`config.mk`:
```
export PLATFORM = sky130hd
export DESIGN_NAME = t16se_regfile
export DESIGN_NICKNAME = d
export VERILOG_FILES = /design/src/sv/t16se_pkg.sv /design/src/sv/t16se_regfile.sv
export SDC_FILE = /design/constraint.sdc
export NUM_CORES = 1
export LEC_CHECK = 0
export ABC_AREA = 1
export BUFFER_PORTS_ARGS = -buffer_cell sky130_fd_sc_hd__buf_4
export CORE_ASPECT_RATIO = 1.2
export CORE_MARGIN = 2
export CORE_UTILIZATION = 35
export CTS_BUF_LIST = sky130_fd_sc_hd__clkbuf_8
export CTS_CLUSTER_DIAMETER = 150
export CTS_CLUSTER_SIZE = 16
export DETAILED_ROUTE_END_ITERATION = 6
export GPL_TIMING_DRIVEN = 0
export SLEW_MARGIN = 20
export SYNTH_ARGS = -nofsm -noshare
export SYNTH_HDL_FRONTEND = slang
export SYNTH_SLANG_ARGS = --single-unit
```
`constraint.sdc`:
```
create_clock -name clk -period 3.5 [get_ports clk]
set_input_delay 0.175 -clock clk [delete_from_list [all_inputs] [get_ports clk]]
set_output_delay 0.175 -clock clk [all_outputs]
set_load 0.005 [all_outputs]
```
`src/sv/t16se_pkg.sv`:
```
`default_nettype none
// ----------------------------------------------------------------------------
// t16se_pkg
// Shared types, decode constants and helper functions of the Thumb subset
// executor.
// ----------------------------------------------------------------------------
package t16se_pkg;

	localparam int unsigned MEM_ADDR_BITS_DEF = 12;

	// Instruction group decode
	localparam logic [15:0] GRP_MASK   = 16'hE000;
	localparam logic [15:0] GRP_IMM    = 16'h2000;
	localparam logic [15:0] GRP_LS     = 16'h6000;
	localparam logic [15:0] BR_MASK    = 16'hF800;
	localparam logic [15:0] BR_CODE    = 16'hE000;

	typedef enum logic [1:0] {
		KIND_NONE   = 2'd0,
		KIND_ALU    = 2'd1,
		KIND_LS     = 2'd2,
		KIND_BRANCH = 2'd3
	} kind_t;

	typedef enum logic [1:0] {
		OP_MOV = 2'd0,
		OP_CMP = 2'd1,
		OP_ADD = 2'd2,
		OP_SUB = 2'd3
	} alu_op_t;

	// Register file write port
	typedef struct packed {
		logic        en;
		logic [2:0]  addr;
		logic [31:0] data;
	} rf_wr_t;

	// Data memory request
	typedef struct packed {
		logic        rd;
		logic        wr;
		logic        is_byte;
		logic [31:0] addr;
		logic [31:0] wdata;
	} dm_req_t;

	function automatic kind_t decode_kind(input logic [15:0] ins);
		kind_t k;
		k = KIND_NONE;
		if ((ins & GRP_MASK) == GRP_IMM) begin
			k = KIND_ALU;
		end else if ((ins & GRP_MASK) == GRP_LS) begin
			k = KIND_LS;
		end else if ((ins & BR_MASK) == BR_CODE) begin
			k = KIND_BRANCH;
		end
		return k;
	endfunction

	// Destination / data register: bits 10:8 for immediate ALU, else 2:0
	function automatic logic [2:0] port_a_index(input logic [15:0] ins);
		logic [2:0] idx;
		idx = (decode_kind(ins) == KIND_ALU) ? ins[10:8] : ins[2:0];
		return idx;
	endfunction

endpackage
`default_nettype wire

```
`src/sv/t16se_regfile.sv`:
```
`default_nettype none
// ----------------------------------------------------------------------------
// t16se_regfile
// Eight 32-bit low registers, two registered read ports, one write port.
// Write-first on a same-edge collision; unwritten entries read as zero.
// ----------------------------------------------------------------------------
module t16se_regfile (
	input  wire                 clk,
	input  wire                 arst_n,
	input  wire                 rd_en,
	input  wire  [2:0]          rd_addr_a,
	input  wire  [2:0]          rd_addr_b,
	output logic [31:0]         rd_data_a,
	output logic [31:0]         rd_data_b,
	input  t16se_pkg::rf_wr_t   wr
);

	logic [31:0] regs_q [8];
	logic [7:0]  written_q;

	always_ff @(posedge clk or negedge arst_n) begin
		if (!arst_n) begin
			written_q <= '0;
		end else if (wr.en) begin
			written_q[wr.addr] <= 1'b1;
		end
	end

	always_ff @(posedge clk) begin
		if (wr.en) begin
			regs_q[wr.addr] <= wr.data;
		end
	end

	// Read with write-through of a concurrent write
	always_ff @(posedge clk) begin
		if (rd_en) begin
			if (wr.en && wr.addr == rd_addr_a) begin
				rd_data_a <= wr.data;
			end else begin
				rd_data_a <= written_q[rd_addr_a] ? regs_q[rd_addr_a] : 32'd0;
			end
			if (wr.en && wr.addr == rd_addr_b) begin
				rd_data_b <= wr.data;
			end else begin
				rd_data_b <= written_q[rd_addr_b] ? regs_q[rd_addr_b] : 32'd0;
			end
		end
	end

endmodule
`default_nettype wire

```
# Yosys cells after proc, flatten, opt, wreduce, memory -nomap -nowiden
# Memories as Yosys holds them, arrays and structs flattened.
# Cells that the tools add are included.
# W data, S select, Z words.
# totals
input_bits,45
register_bits,72
n_memories,1
ram_bits,256
# memory_table
name,words,word_bits,rd,rd_ports_with_merged_regs,wr,line_no,rtl
regs_q,8,32,2,0,1,t16se_regfile.sv:18,logic [31:0] regs_q [8];
# op_classes
bitwise_logic,1
n_lt_le_gt_ge,4
reduce_logical,3
n_eq_ne,2
mux,12
# op_table
op,count
$mux W32,4
$lt A3 B4 Y1 const B,3
$or A8 B8 Y8,1
$bmux W1 S3,2
$eq A3 B3 Y1,2
$mux W1,5
$demux W1 S3,1
$ge A3 B1 Y1 const B,1
$logic_and A1 B1 Y1,3

# Longest topological paths before layout
# logic_depth
ltp_word,5
mapped_depth,11
mapped_depth_nobuf,8

# Worst setup path after synthesis
# OpenSTA, ideal clock, no wires.
# synth_path
path_type,input to register
startpoint,input wr[32] (netlist bit)
endpoint,memory regs_q[0][0] (enable)
slack_ns,1.337
n_path_buf,0
arrival_ns,1.742
stages,3
cell_sequence,inv_1 > nand2_1 > nor2_1
# synth_lines
element,line_no,rtl
start: declaration,t16se_regfile.sv:15,input t16se_pkg::rf_wr_t wr
end: declaration,t16se_regfile.sv:18,
# No word-level cell before the write port.

# Worst setup path in the final report
# layout_path
startpoint,register written_q[7]
endpoint,"register rd_data_a[0], data pin"
# layout_between
elab_chain_len,4
# layout_lines
element,line_no,rtl
start: declaration,t16se_regfile.sv:19,logic [7:0] written_q;
start signal: assignment,t16se_regfile.sv:23,written_q <= '0;
start signal: indexed assignment,t16se_regfile.sv:25,written_q[wr.addr] <= 1'b1;
$bmux W1 S3,t16se_regfile.sv:41,rd_data_a <= written_q[rd_addr_a] ? regs_q[rd_addr_a] : 32'd0;
$mux W1 (not written as such),t16se_regfile.sv:41,
$mux W32,t16se_regfile.sv:41,
$mux W32,t16se_regfile.sv:38,if (wr.en && wr.addr == rd_addr_a) begin
end signal: assignment,t16se_regfile.sv:39,rd_data_a <= wr.data;
end signal: assignment,t16se_regfile.sv:41,
end: declaration,t16se_regfile.sv:13,"output logic [31:0] rd_data_a,"
# Every way passes these cells. The select of a mux whose other input is x is not followed.
# A chain may end at the register's enable or synchronous reset.

==> flow_summary_export.csv <==
group,metric,value,unit
global_routing,grt.total_usage,21.7,%
final_layout,fin_nets,2289,
cts,post_cts.repair.setup_buffers,0,
floorplanning,initial_core_util,35.6,%
floorplanning,ios,109,
detailed_routing,drtAntennaViolNets,0,
detailed_routing,vias,14548,
logic_synthesis,ys_ff_latch,328,
status,status,"complete, no violations",
timing,slew_violations,0,
global_routing,grt_max_degree,65,
logic_synthesis,synth_top_area_share,55.9,%
final_layout,antenna_cells,0,
final_layout,drive_above_1_share,11.8,%
setup_path,crit_arrival,2240,ps
detailed_routing,drt-initial-drc-count,1407,
setup_path,max_stage_delay,370,ps
timing,period_needed,1890,ps
logic_synthesis,yosysMostFrequentCell,"nand2_1",
floorplanning,die_y,247,µm
timing,skew,41.4,ps
setup_path,worst_setup_path_start_kind,"flip-flop",
detailed_routing,dr.pass1.iters,6,
global_routing,antenna_found_initial,0,
setup_path,crit_path_end_kind,"flip-flop",
detailed_routing,routed_via_density,5.05,
floorplanning,num_rows,88,
cts,clk_pin_slew,100,ps
final_layout,num-fill-cells,4775,
floorplanning,core-area,48300,µm²
logic_synthesis,synth_nets,2116,
placed_design,io_buffers,104,
final_layout,stdcell_count,2882,
final_layout,post-route-util,40.9,%
logic_synthesis,syn_area,17200,µm²
final_layout,final_cell_area,19800,µm²
logic_synthesis,synth.distinct_cells,21,
detailed_routing,wl_per_cell,19.4,µm
timing,finalCritPeriodShare,54.1,%
flow_run,drv_cap,0,
timing,fmax,0.528,GHz
logic_synthesis,ys.flop_type,"edfxtp_1",
setup_path,cp.required,3840,ps
timing,fin_ws,1610,ps
logic_synthesis,ys_seq_area_share,57.1,%
logic_synthesis,synthArstFlopShare,2.44,%
setup_path,crit_fanout,10,
cts,cts_hold_buffers,34,
logic_synthesis,yosys-top-cells-area,"edfxtp_1 (56%), nand2_1 (22%), nand3_1 (9.5%)",
power_and_ir_drop,power.leakage,9.43,nW
timing,rsz0062_at_grt,"no",
power_and_ir_drop,ir_drop,267,µV
logic_synthesis,ys_warn_count,0,
logic_synthesis,syn_area_per_cell,8.30,µm²
placed_design,dp_cells,2814,
timing,maxSlewHeadroom,40.2,%
placed_design,post-dp-hpwl,37.3,mm
cts,cts.htree.levels,1,
timing,setup_viol,0,
timing,tightestPinTransition,897,ps
cts,cts_num_sinks,328,
cts,clk_path_buf_depth,3,
floorplanning,die-area,50900,µm²
hold_path,min_path_type,"input pin to flip-flop",
setup_path,path_buf_inv,2,
placed_design,gp_congestion,0.876,
global_routing,gr-total-overflow,0,
logic_synthesis,synth_edf_count,320,
logic_synthesis,synthCells,2071,
global_routing,grt_pass1_wl,82.0,mm
global_routing,grt_pass1_vias,14128,
cts,clkLatencyLatePin,620,ps
final_layout,syn2layout_area_growth,15.0,%
setup_path,crit_type,"flip-flop to flip-flop",
detailed_routing,drc_errors,0,
setup_path,crit_family,"simple AND/OR/NAND/NOR gates",
setup_path,crit_path_frequent_cell,"nand2_1",
power_and_ir_drop,power,7.74,mW
cts,root_buffer,"clkbuf_8",
setup_path,slowest_stage,"dfrtp_1",
power_and_ir_drop,power_density,392,nW/µm²
floorplanning,die_w,206,µm
cts,cts_made_buffers,24,
setup_path,crit_chain,"inv_1 -> nand2_1 -> nand3_1 -> nand2_1 -> nand2_1 -> nand2_1 -> buf_2 -> nand3_1 -> nand2_1",
cts,cts_resized,0,
placed_design,place_ws,1600,ps
placed_design,placed_area,19000,µm²
logic_synthesis,synth.top_cells.by_count,"nand2_1 (994), nand3_1 (328), edfxtp_1 (320)",
logic_synthesis,synth_top_cell_by_area,"edfxtp_1",
cts,cts_tree,"yes",
timing,hold_viol_final,0,
detailed_routing,totalWireLength,55.8,mm
==> area by class of cell <==
type | count | area (µm²) | share of cell area [%]
Sequential cell | 328 | 9810 | 49.6
Multi-Input combinational cell | 1350 | 5570 | 28.2
Timing Repair Buffer | 147 | 1350 | 6.81
Inverter | 275 | 1040 | 5.27
Buffer | 118 | 828 | 4.19
Tap cell | 630 | 788 | 3.99
Clock buffer | 25 | 344 | 1.74
Clock inverter | 9 | 38.8 | 0.196
==> kinds of logic after synthesis <==
logic type	share of synthesized area, %
AO/OA/AOI/OAI	0.444
XOR/XNOR	0.0510
buffers and inverters	10.9
flip-flops	57.1
AND/OR/NAND/NOR	31.6
==> metrics by stage <==
stage,TNS (ps),hold WS [ps]
final,0,69.3
after CTS,0,40.3
after detailed placement,0,0.0554
after global routing,0,78.4
after global placement,-83180,-2.20
after floorplan,0,-121
==> registers in the layout, summed over array words and instances, names as in the netlist <==
| register | count |
|---|---|
| rd_data_a | 32 |
| rd_data_b | 32 |
| written_q | 8 |
| regs_q | 256 |
==> where the power goes <==
part / switching [mW] / internal [mW]
Combinational: 0.832 / 0.433
Clock: 1.28 / 0.657
Sequential: 0.0407 / 4.49
Total: 2.16 / 5.58
==> worst register-to-register path: stages, from the launching register on <==
cell	delay, ps
dfrtp_1	370
inv_1	90
nand2_1	70
nand3_1	90
nand2_1	60
nand2_1	50
nand2_1	310
buf_2	360
nand3_1	100
nand2_1	120
==> final timing paths <==
path	start	endpoint	slack, ps	cells past startpoint
worst min register to register	written_q[2]	written_q[2]	480	2
min in group asynchronous	arst_n	written_q[7]	530	3
worst max-delay path	written_q[7]	rd_data_a[0]	1610	9
max in group asynchronous	arst_n	written_q[5]	2680	3
worst max register to register	written_q[7]	rd_data_a[0]	1610	9
worst min-delay path	wr[33]	written_q[3]	70	3
==> metal layers <==
metal  up-vias  GRT usage, %  part of all wire (%)
li1       6853             -                     -
met1      6824          26.3                    39
met2       736          37.6                    49
met3       135          3.85                   8.7
met4         0          9.68                   3.9
met5         -             0                     0
==> cells in the final DEF (no fill, tap or decap), types with 5 or more instances in the layout <==
master	n
buf_4	123
dlygate4sd3_1	34
clkbuf_1	5
edfxtp_1	320
dfrtp_1	8
nor2_4	8
nand3_1	328
buf_2	59
inv_1	277
nand2_1	994
buf_16	6
o21ai_0	9
buf_6	32
clkbuf_8	25
No activity file was read; power rests on OpenSTA's default activity.
